$ cat src/hw/rtl/radp_pkg.sv
// Shared types, constants and character decode for the radix integer parser.
package radp_pkg;

	localparam int ACC_WIDTH_DEF = 64;

	// Register indexes on the configuration port.
	localparam logic [1:0] REG_RADIX_MODE    = 2'd0;
	localparam logic [1:0] REG_WIDE_RESULT   = 2'd1;
	localparam logic [1:0] REG_UNSIGNED_MODE = 2'd2;

	// Radix mode codes.
	localparam logic [1:0] RADIX_BIN = 2'd0;
	localparam logic [1:0] RADIX_OCT = 2'd1;
	localparam logic [1:0] RADIX_DEC = 2'd2;
	localparam logic [1:0] RADIX_HEX = 2'd3;

	// Character codes.
	localparam logic [7:0] CH_ZERO    = 8'h30;
	localparam logic [7:0] CH_X_LOWER = 8'h78;
	localparam logic [7:0] CH_X_UPPER = 8'h58;
	localparam logic [7:0] CH_B_LOWER = 8'h62;
	localparam logic [7:0] CH_B_UPPER = 8'h42;
	localparam logic [7:0] CH_MINUS   = 8'h2d;
	localparam logic [7:0] CH_PLUS    = 8'h2b;
	localparam logic [7:0] CH_SPACE   = 8'h20;
	localparam logic [7:0] CH_TAB     = 8'h09;
	localparam logic [7:0] CH_CR      = 8'h0d;

	typedef struct packed {
		logic [1:0] radix_mode;
		logic       wide_result;
		logic       unsigned_mode;
	} cfg_t;

	typedef enum logic [4:0] {
		PH_DONE   = 5'b00001,
		PH_SPACE  = 5'b00010,
		PH_SIGNED = 5'b00100,
		PH_ZERO   = 5'b01000,
		PH_DIGITS = 5'b10000
	} phase_t;

	// Returns {is_digit, digit_value} for a character in the given radix.
	function automatic logic [4:0] digit_decode(input logic [7:0] c, input logic [1:0] mode);
		logic       hit;
		logic [3:0] v;
		logic       ok;
		begin
			hit = 1'b0;
			v   = 4'd0;
			if (c >= 8'h30 && c <= 8'h39) begin
				hit = 1'b1;
				v   = c[3:0];
			end else if ((c >= 8'h61 && c <= 8'h66) || (c >= 8'h41 && c <= 8'h46)) begin
				hit = 1'b1;
				v   = c[3:0] + 4'd9;
			end
			case (mode)
				RADIX_BIN: ok = (v < 4'd2);
				RADIX_OCT: ok = (v < 4'd8);
				RADIX_DEC: ok = (v < 4'd10);
				default:   ok = 1'b1;
			endcase
			digit_decode = {hit & ok, v};
		end
	endfunction

endpackage

$ cat src/hw/rtl/radp_cfg.sv
// Configuration registers behind the APB-style port.
module radp_cfg (
	input  logic               clk,
	input  logic               arst_n,
	input  logic               psel,
	input  logic               penable,
	input  logic               pwrite,
	input  logic [3:0]         paddr,
	input  logic [31:0]        pwdata,
	output logic [31:0]        prdata,
	output logic               pready,
	output radp_pkg::cfg_t     cfg
);
	import radp_pkg::*;

	cfg_t       cfg_q;
	logic       wr_en;
	logic [1:0] reg_idx;

	assign pready  = 1'b1;
	assign reg_idx = paddr[3:2];
	assign wr_en   = psel & penable & pwrite;

	always_ff @(posedge clk or negedge arst_n) begin
		if (!arst_n) begin
			cfg_q.radix_mode    <= RADIX_DEC;
			cfg_q.wide_result   <= 1'b1;
			cfg_q.unsigned_mode <= 1'b0;
		end else if (wr_en) begin
			case (reg_idx)
				REG_RADIX_MODE:    cfg_q.radix_mode    <= pwdata[1:0];
				REG_WIDE_RESULT:   cfg_q.wide_result   <= pwdata[0];
				REG_UNSIGNED_MODE: cfg_q.unsigned_mode <= pwdata[0];
				default: ;
			endcase
		end
	end

	always_comb begin
		case (reg_idx)
			REG_RADIX_MODE:    prdata = {30'd0, cfg_q.radix_mode};
			REG_WIDE_RESULT:   prdata = {31'd0, cfg_q.wide_result};
			REG_UNSIGNED_MODE: prdata = {31'd0, cfg_q.unsigned_mode};
			default:           prdata = 32'd0;
		endcase
	end

	assign cfg = cfg_q;

endmodule

$ cat src/hw/rtl/radp_parse.sv
// Parse state registers and the one-character step of the parser.
module radp_parse #(
	parameter int ACC_WIDTH = radp_pkg::ACC_WIDTH_DEF
) (
	input  logic           clk,
	input  logic           arst_n,
	input  radp_pkg::cfg_t cfg,
	input  logic           step_en,
	input  logic [7:0]     char_code,
	input  logic           start_flag,
	output logic           res_valid,
	output logic [63:0]    res_value
);
	import radp_pkg::*;

	localparam int NarrowW = (ACC_WIDTH < 32) ? ACC_WIDTH : 32;

	phase_t                 phase_q, eff_phase, phase_nxt;
	logic                   neg_q, eff_neg, neg_nxt;
	logic [ACC_WIDTH-1:0]   acc_q, eff_acc, acc_nxt;
	logic [ACC_WIDTH-1:0]   acc_mul, acc_step, signed_acc, digit_ext;
	logic [4:0]             dec;
	logic                   is_ws, prefix_mode, prefix_hit, sx;
	logic                   take_digit;
	logic [63:0]            wide_v, narrow_v, final_v;

	// A start mark restarts the parse before the character is looked at.
	assign eff_phase = start_flag ? PH_SPACE : phase_q;
	assign eff_neg   = start_flag ? 1'b0 : neg_q;
	assign eff_acc   = start_flag ? '0 : acc_q;

	assign dec         = digit_decode(char_code, cfg.radix_mode);
	assign is_ws       = (char_code == CH_SPACE) || (char_code >= CH_TAB && char_code <= CH_CR);
	assign prefix_mode = (cfg.radix_mode == RADIX_BIN) || (cfg.radix_mode == RADIX_HEX);
	assign prefix_hit  = ((cfg.radix_mode == RADIX_BIN) &&
	                      (char_code == CH_B_LOWER || char_code == CH_B_UPPER)) ||
	                     ((cfg.radix_mode == RADIX_HEX) &&
	                      (char_code == CH_X_LOWER || char_code == CH_X_UPPER));

	// Constant-radix multiply as shifts, with one add for decimal.
	always_comb begin
		case (cfg.radix_mode)
			RADIX_BIN: acc_mul = eff_acc << 1;
			RADIX_OCT: acc_mul = eff_acc << 3;
			RADIX_DEC: acc_mul = (eff_acc << 3) + (eff_acc << 1);
			default:   acc_mul = eff_acc << 4;
		endcase
	end
	assign digit_ext = {{(ACC_WIDTH-4){1'b0}}, dec[3:0]};
	assign acc_step  = acc_mul + digit_ext;

	// Final value: negate, wrap to the selected width, then extend.
	assign signed_acc = eff_neg ? ('0 - eff_acc) : eff_acc;
	assign sx         = ~cfg.unsigned_mode;

	generate
		if (ACC_WIDTH == 64) begin : g_wide_full
			assign wide_v = signed_acc;
		end else begin : g_wide_ext
			assign wide_v = {{(64-ACC_WIDTH){sx & signed_acc[ACC_WIDTH-1]}}, signed_acc};
		end
	endgenerate
	assign narrow_v = {{(64-NarrowW){sx & signed_acc[NarrowW-1]}}, signed_acc[NarrowW-1:0]};
	assign final_v  = cfg.wide_result ? wide_v : narrow_v;

	always_comb begin
		phase_nxt  = eff_phase;
		neg_nxt    = eff_neg;
		acc_nxt    = eff_acc;
		res_valid  = 1'b0;
		res_value  = final_v;
		take_digit = 1'b0;
		case (eff_phase)
			PH_SPACE: begin
				if (is_ws) begin
					phase_nxt = PH_SPACE;
				end else if (char_code == CH_MINUS) begin
					if (cfg.unsigned_mode) begin
						phase_nxt = PH_DONE;
						res_valid = 1'b1;
						res_value = 64'd0;
					end else begin
						neg_nxt   = 1'b1;
						phase_nxt = PH_SIGNED;
					end
				end else if (char_code == CH_PLUS) begin
					phase_nxt = PH_SIGNED;
				end else if (prefix_mode && char_code == CH_ZERO) begin
					phase_nxt = PH_ZERO;
				end else begin
					take_digit = 1'b1;
				end
			end
			PH_SIGNED: begin
				if (prefix_mode && char_code == CH_ZERO) begin
					phase_nxt = PH_ZERO;
				end else begin
					take_digit = 1'b1;
				end
			end
			PH_ZERO: begin
				if (prefix_hit) begin
					phase_nxt = PH_DIGITS;
				end else begin
					take_digit = 1'b1;
				end
			end
			PH_DIGITS: take_digit = 1'b1;
			default: phase_nxt = eff_phase;
		endcase
		if (take_digit) begin
			if (dec[4]) begin
				acc_nxt   = acc_step;
				phase_nxt = PH_DIGITS;
			end else begin
				phase_nxt = PH_DONE;
				res_valid = 1'b1;
			end
		end
	end

	always_ff @(posedge clk or negedge arst_n) begin
		if (!arst_n) begin
			phase_q <= PH_DONE;
			neg_q   <= 1'b0;
			acc_q   <= '0;
		end else if (step_en) begin
			phase_q <= phase_nxt;
			neg_q   <= neg_nxt;
			acc_q   <= acc_nxt;
		end
	end

endmodule

$ cat src/hw/rtl/radix_integer_parser_core.sv
// Top level of the radix integer parser: input stage, parse step, result register.
//
//  channel  | direction | handshake                  | payload
//  ---------+-----------+----------------------------+--------------------------
//  char     | in        | char_valid / char_stall    | char_code[7:0], start_flag
//  value    | out       | value_valid / value_stall  | parsed_value[63:0]
//  config   | in        | psel/penable/pwrite/pready | paddr[3:0], pwdata, prdata
//
// One character is taken every cycle unless the input stage is stalled. A
// character is captured in the input stage; when it steps, the parse step
// updates the phase, sign and accumulator and, on the terminating character,
// loads the result register, which drives value_valid.
// The rate is set by the loop through the parse state: one shift-add per cycle while not stalled.
// Reset puts the parser in the finished phase and the registers at decimal,
// 64-bit, signed. A stalled result only holds the input stage when the waiting
// character would itself produce a result; other characters keep flowing.
module radix_integer_parser_core #(
	parameter int ACC_WIDTH = radp_pkg::ACC_WIDTH_DEF
) (
	input  logic        clk,
	input  logic        arst_n,
	// character channel
	input  logic        char_valid,
	output logic        char_stall,
	input  logic [7:0]  char_code,
	input  logic        start_flag,
	// result channel
	output logic        value_valid,
	input  logic        value_stall,
	output logic [63:0] parsed_value,
	// configuration port
	input  logic        psel,
	input  logic        penable,
	input  logic        pwrite,
	input  logic [3:0]  paddr,
	input  logic [31:0] pwdata,
	output logic [31:0] prdata,
	output logic        pready
);
	import radp_pkg::*;

	cfg_t        cfg;
	logic        valid_s1;
	logic [7:0]  char_code_s1;
	logic        start_flag_s1;
	logic        char_accept;
	logic        step_en;
	logic        res_valid;
	logic [63:0] res_value;
	logic        out_load;
	logic        out_valid_q;
	logic [63:0] out_value_q;

	radp_cfg u_cfg (
		.clk     (clk),
		.arst_n  (arst_n),
		.psel    (psel),
		.penable (penable),
		.pwrite  (pwrite),
		.paddr   (paddr),
		.pwdata  (pwdata),
		.prdata  (prdata),
		.pready  (pready),
		.cfg     (cfg)
	);

	// The input stage moves on unless it holds a result-producing character
	// while the result register is full and stalled.
	assign step_en     = valid_s1 & (~res_valid | ~out_valid_q | ~value_stall);
	assign char_stall  = valid_s1 & ~step_en;
	assign char_accept = char_valid & ~char_stall;
	assign out_load    = step_en & res_valid;

	always_ff @(posedge clk or negedge arst_n) begin
		if (!arst_n) begin
			valid_s1 <= 1'b0;
		end else if (char_accept) begin
			valid_s1 <= 1'b1;
		end else if (step_en) begin
			valid_s1 <= 1'b0;
		end
	end

	always_ff @(posedge clk) begin
		if (char_accept) begin
			char_code_s1  <= char_code;
			start_flag_s1 <= start_flag;
		end
	end

	radp_parse #(
		.ACC_WIDTH (ACC_WIDTH)
	) u_parse (
		.clk        (clk),
		.arst_n     (arst_n),
		.cfg        (cfg),
		.step_en    (step_en),
		.char_code  (char_code_s1),
		.start_flag (start_flag_s1),
		.res_valid  (res_valid),
		.res_value  (res_value)
	);

	always_ff @(posedge clk or negedge arst_n) begin
		if (!arst_n) begin
			out_valid_q <= 1'b0;
		end else if (out_load) begin
			out_valid_q <= 1'b1;
		end else if (!value_stall) begin
			out_valid_q <= 1'b0;
		end
	end

	always_ff @(posedge clk) begin
		if (out_load) begin
			out_value_q <= res_value;
		end
	end

	assign value_valid  = out_valid_q;
	assign parsed_value = out_value_q;

	// The input stage only stalls when it is holding a character.
	a_stall_needs_item: assert property (@(posedge clk) disable iff (!arst_n)
		char_stall |-> valid_s1)
		else $error("character stall raised with an empty input stage");

	// A result is only loaded from a character that is stepping through the parser.
	a_load_from_step: assert property (@(posedge clk) disable iff (!arst_n)
		out_load |-> (valid_s1 && step_en))
		else $error("result register loaded without a parse step");

	// A taken result is not repeated unless a new one is loaded.
	a_no_repeat: assert property (@(posedge clk) disable iff (!arst_n)
		(out_valid_q && !value_stall && !out_load) |=> !out_valid_q)
		else $error("result transaction repeated");

	// A stalled pending result must never be overwritten.
	a_no_overwrite: assert property (@(posedge clk) disable iff (!arst_n)
		(out_valid_q && value_stall) |-> !out_load)
		else $error("pending result overwritten");

endmodule
$ cat config.mk
export PLATFORM = sky130hd
export DESIGN_NAME = radix_integer_parser_core
export DESIGN_NICKNAME = d
export VERILOG_FILES = /design/src/hw/rtl/radp_pkg.sv /design/src/hw/rtl/radp_cfg.sv /design/src/hw/rtl/radp_parse.sv /design/src/hw/rtl/radix_integer_parser_core.sv
export SDC_FILE = /design/constraint.sdc
export NUM_CORES = 1
export LEC_CHECK = 0
export ABC_CLOCK_PERIOD_IN_PS = 8300
export BUFFER_PORTS_ARGS = -buffer_cell sky130_fd_sc_hd__buf_2
export CORE_MARGIN = 2
export CORE_UTILIZATION = 45
export CTS_BUF_LIST = sky130_fd_sc_hd__clkbuf_8 sky130_fd_sc_hd__clkbuf_16
export DETAILED_ROUTE_END_ITERATION = 8
export SYNTH_ARGS = -nofsm -noshare
export SYNTH_HDL_FRONTEND = slang
export SYNTH_SLANG_ARGS = --single-unit
$ cat constraint.sdc
create_clock -name clk -period 8.3 [get_ports clk]
set_clock_uncertainty 0.1 [all_clocks]
set_input_delay 0.83 -clock clk [delete_from_list [all_inputs] [get_ports clk]]
set_output_delay 0.83 -clock clk [all_outputs]
set_load 0.1 [all_outputs]
Yosys cells after proc, flatten, opt, wreduce, memory -nomap -nowiden
Index checks and enable logic that the tools add are counted.

operators by class
  add/subtract/negate cells = 4
  bitwise logic cells = 16
  muxes and demuxes = 47
  reductions and logical operators = 19
  eq/ne operators = 18
  $lt $le $gt $ge = 11

operator list
  cell                                                                    number
  64-bit two-way mux                                                      9
  64-bit one-hot mux with 3 select lines                                  1
  64-bit by 4-bit adder with 64-bit output                                1
  64-bit adder                                                            1
  1-bit by 64-bit subtractor with 64-bit output (first input constant)    1
  5-bit two-way mux                                                       8
  8-bit by 6-bit equality test with 1-bit output (second input constant)  4
  8-bit by 7-bit equality test with 1-bit output (second input constant)  4
  1-bit two-way mux                                                       22
  8-bit by 7-bit >= comparator with 1-bit output (second input constant)  2
  8-bit by 7-bit <= comparator with 1-bit output (second input constant)  2
  5-bit one-hot mux with 3 select lines                                   1
  1-bit bitwise AND                                                       8
  8-bit by 4-bit >= comparator with 1-bit output (second input constant)  1
  8-bit by 6-bit >= comparator with 1-bit output (second input constant)  1
  8-bit by 4-bit <= comparator with 1-bit output (second input constant)  1
  8-bit by 6-bit <= comparator with 1-bit output (second input constant)  1
  4-bit < comparator (second input constant)                              2
  4-bit two-way mux                                                       2
  1-bit logical AND                                                       7
  2-bit equality test (second input constant)                             3
  1-bit logical OR                                                        6
  1-bit inverter                                                          6
  2-bit one-hot mux with 3 select lines                                   1
  other kinds (15)                                                        20

word-level totals
  flip-flop bits (word level) = 149
  output and inout bits = 99
  word-level logic and storage cells = 126

Longest topological paths before layout
  depth in word-level cells = 19
  depth in mapped cells = 32
  depth with buffers taken out = 19

Hierarchy
From an unflattened synthesis, not the netlist that was laid out.

unflattened totals
  cell total of the unflattened synthesis = 2,339
  area, all modules = 17,136.4 sq um

by module, submodules not included
  module                     area an instance (sq um)  cells an instance  instances
  radp_parse                 14,383.8                  2,205              1
  radix_integer_parser_core  2,290.9                   85                 1
  radp_cfg                   461.7                     49                 1

Worst setup path after synthesis
No wires, ideal clock.

  path type = register to register
  start = register start_flag_s1
  end = register u_parse.acc_q[57]
  data required time = 8,131 ps
  period minus slack after synthesis = 7,553 ps
  stages on the path, launching flop included = 32
  path buffers = 15
  setup time = 69 ps
  setup slack = 747 ps
  arrival = 7,384 ps
  cells stage by stage = edfxtp_1 -> buf_4 -> buf_2 -> buf_4 -> buf_4 -> buf_2 -> buf_2 -> buf_2 -> buf_2 -> buf_2 -> buf_1 -> clkbuf_1 -> clkbuf_1 -> clkbuf_1 -> nor2b_1 -> ha_1 -> a222oi_1 -> nor2_1 -> ha_1 -> nor2b_1 -> o21bai_1 -> nor4_2 -> nand3_2 -> or4b_4 -> or4_4 -> nand4bb_4 -> or2_1 -> buf_6 -> or3_4 -> buf_6 -> or4_1 -> nand3_1

on the way
  cells in the longest elaborated chain, start to end = 9

RTL lines
  element                                               RTL line                         text
  from (decl)                                           radix_integer_parser_core.sv:45  logic start_flag_s1;
  from (signal assigned)                                radix_integer_parser_core.sv:87  start_flag_s1 <= start_flag;
  branches (longest 9 deep; another with 64-bit adder)  --
  to (signal assigned)                                  radp_parse.sv:130                acc_q <= acc_nxt;
  to (decl)                                             radp_parse.sv:20                 logic [ACC_WIDTH-1:0] acc_q, eff_acc, acc_nxt;

Several ways; the timed one is not identified.
A chain may end at the register's enable or synchronous reset.

Worst setup path in the final report
  start = register start_flag_s1
  end = register u_parse.acc_q[59]

Same word-level chain as after synthesis.

==> impl_metrics.tcl <==
set metrics [dict create \
    ff2ff_path_depth 17 \
    cts_root_buf "clkbuf_16" \
    critPathMaxFanout 145 \
    antenna_cells 0 \
    r2r_start "start_flag_s1$_DFFE_PP_" \
    dp_slack_ps 2020 \
    yosys_register_bits 149 \
    post-route-min-period_ps 6540 \
    tightest_slew_ps 1280 \
    initial_core_util 0.454 \
    dp_hpwl_mm 43.3 \
    r2r-end "u_parse.acc_q[59]$_DFFE_PN0P_" \
    clk_latency_ps 480 \
    dpl.cell_count 2786 \
    die_w_um 201 \
    yosysSeqAreaShare 0.234 \
    design_area_mm2 0.0184 \
    rsz0062_at_grt "false" \
    vdd_drop_max_mv 0.183 \
    first_iter_violations 1984 \
    fin_tns_setup_ps 0 \
    htreeDepth 4 \
    max_stage_delay_ps 790 \
    worstSetupStartpointType "flip-flop" \
    crit_slowest_cell "edfxtp_1" \
    cp-end-kind "flip-flop" \
    drc 0 \
    ys_types 111 \
    cts_tree "done" \
    crit_buf_inv 2 \
    synth_area_mm2 0.0175 \
    fin_util 0.476 \
    cp.arrival_ps 6850 \
    numCtsBuffers 17 \
    final_cells 2818 \
    io_pins 151 \
    status "finished clean" \
    timing.hold.ws_ps 259 \
    drive_above_1_share 0.102 \
    post_cts_buffers 0 \
    port_buffers 87 \
    cap_viol_max_count 0 \
    area_delta_synth_final_pct 4.88 \
    wire_per_inst_um 22.0 \
    yosysWarnings 0 \
    timing.slew.headroom 0.146 \
    netlist_top_cells_area "edfxtp_1 (13%), dfrtp_1 (10%), o21ai_0 (6.1%), nor2_1 (5.4%), nand2_1 (5.0%)" \
    grt_usage 0.301 \
    routed_wl_mm 61.9 \
    max_freq_mhz 153 \
    slew_viol_final 0 \
    period_share 0.788 \
    hold_violations 0 \
    firstDrtPassIters 6 \
    synth-edff-count 73 \
    critPathTopFamily "simple AND/OR/NAND/NOR gates" \
    via_count 18200 \
    ant_nets 0 \
    power_density_mw_per_mm2 161 \
    ys.flop_type "edfxtp_1" \
    setup_viol 0 \
    via_per_inst 6.47 \
    die_area_mm2 0.0405 \
    async_flop_share 0.510 \
    timing.final.ws_setup_ps 1760 \
    hold_buffers 0 \
    antenna_found_initial 0 \
    ctsResizeCount 0 \
    clock_sinks 149 \
    nFillCells 3960 \
    worstPathCellList "buf_12 -> buf_12 -> nor2b_1 -> ha_1 -> nand2b_1 -> nor4_1 -> nand3_1 -> o211ai_1 -> nand2b_1 -> o21ai_1 -> xnor2_1 -> o21ai_0 -> nand2_1 -> or4_1 -> or3_4 -> or4_1 -> nand4_1" \
    synth_top_area_share 0.125 \
    hold_class "in2async" \
    gp_congestion 0.958 \
    die_y_um 201 \
    grt_max_degree 146 \
    p_total_mw 2.95 \
    p_leak_nw 6.51 \
    rows 72 \
    nets 2370 \
    grt_pass1_wl_mm 96.8 \
    required_ps 8610 \
    cp.depth 17 \
    grt.overflow.total 0 \
    clockBufferDepth 2 \
    grt_pass1_vias 16800 \
    synthCells 2375 \
    core_mm2 0.0386 \
    rrSetupSlack_ps 1760 \
    clk_pin_slew_ps 60 \
    synth_top_area_cell "edfxtp_1" \
    placedInstanceArea_mm2 0.0178 \
    path_class "reg2reg" \
    syn_area_per_cell_um2 7.37 \
]
## where the power goes
group	internal (mW)	switching (mW)
combinational	0.250	0.947
sequential	0.858	0.0664
clock	0.499	0.333
total	1.61	1.35
## cells in the final DEF, fill, tap and decap left out, types with 33 or more instances in the layout
master	n
a21oi_1	161
o31ai_1	34
nand3_1	44
nand2_1	233
edfxtp_1	73
nor3_1	103
xor2_1	61
nor2_1	249
dfrtp_1	72
o211ai_1	55
buf_2	86
o21ai_0	211
a221oi_1	33
xnor2_1	97
inv_1	53
## routing by layer
metal	global-route usage	vias up	wire length, um
li1	-	8561	-
met4	0.133	0	2440
met3	0.0431	105	4040
met5	0	-	0
met1	0.419	8800	28000
met2	0.464	767	27500
## logic make-up after synthesis
kind of cell | after synthesis | share of synthesized area
AND/OR/NAND/NOR | 890 | 0.252
AO/OA/AOI/OAI | 807 | 0.310
buffers and inverters | 308 | 0.0823
XOR/XNOR | 162 | 0.0834
flip-flops | 149 | 0.234
adder cells (fa/ha/maj) | 35 | 0.0249
multiplexers | 22 | 0.0130
other | 2 | 0.000429
## sequential cells by signal, summed over array words and instances (netlist names)
| signal | count |
|---|---|
| char_code_s1 | 8 |
| u_parse.neg_q | 1 |
| u_cfg.cfg | 4 |
| u_parse.phase_q | 5 |
| u_parse.acc_q | 64 |
| parsed_value | 64 |
| start_flag_s1 | 1 |
| valid_s1 | 1 |
| value_valid | 1 |
## synthesized netlist by cell type (all sizes together), types with 16 or more instances
library cell	count
a211oi	33
a21o	26
a21oi	163
a221o	24
a221oi	34
a22oi	29
a31oi	27
buf	128
clkbuf	127
dfrtp	73
edfxtp	73
ha	30
inv	52
mux2i	16
nand2	233
nand2b	30
nand3	45
nand4	28
nor2	251
nor2b	28
nor3	108
nor4	36
o211ai	55
o21ai	229
o31ai	34
or2	23
or3	19
xnor2	101
xor2	61
## layout make-up
cell class / instances / area, um^2 / area share
multi-input cells: 1947 / 12100 / 0.659
flip-flops and latches: 149 / 4100 / 0.223
repair buffers: 119 / 703 / 0.0383
well taps: 518 / 648 / 0.0353
clock buffers: 21 / 480 / 0.0262
inverters: 53 / 199 / 0.0108
clock inverters: 11 / 131 / 0.00715
## how the worst max path moves through the flow
| stage | start | endpoint |
|---|---|---|
| floorplan | start_flag_s1$_DFFE_PP_ | u_parse.acc_q[57]$_DFFE_PN0P_ |
| global placement | u_cfg.cfg[3]$_DFFE_PN1P_ | u_parse.acc_q[59]$_DFFE_PN0P_ |
| detailed placement | u_cfg.cfg[3]$_DFFE_PN1P_ | u_parse.acc_q[59]$_DFFE_PN0P_ |
| CTS | u_cfg.cfg[3]$_DFFE_PN1P_ | u_parse.acc_q[59]$_DFFE_PN0P_ |
| global route | start_flag_s1$_DFFE_PP_ | u_parse.acc_q[59]$_DFFE_PN0P_ |
| finish | start_flag_s1$_DFFE_PP_ | u_parse.acc_q[59]$_DFFE_PN0P_ |
Power figures use the tool's default switching activity.
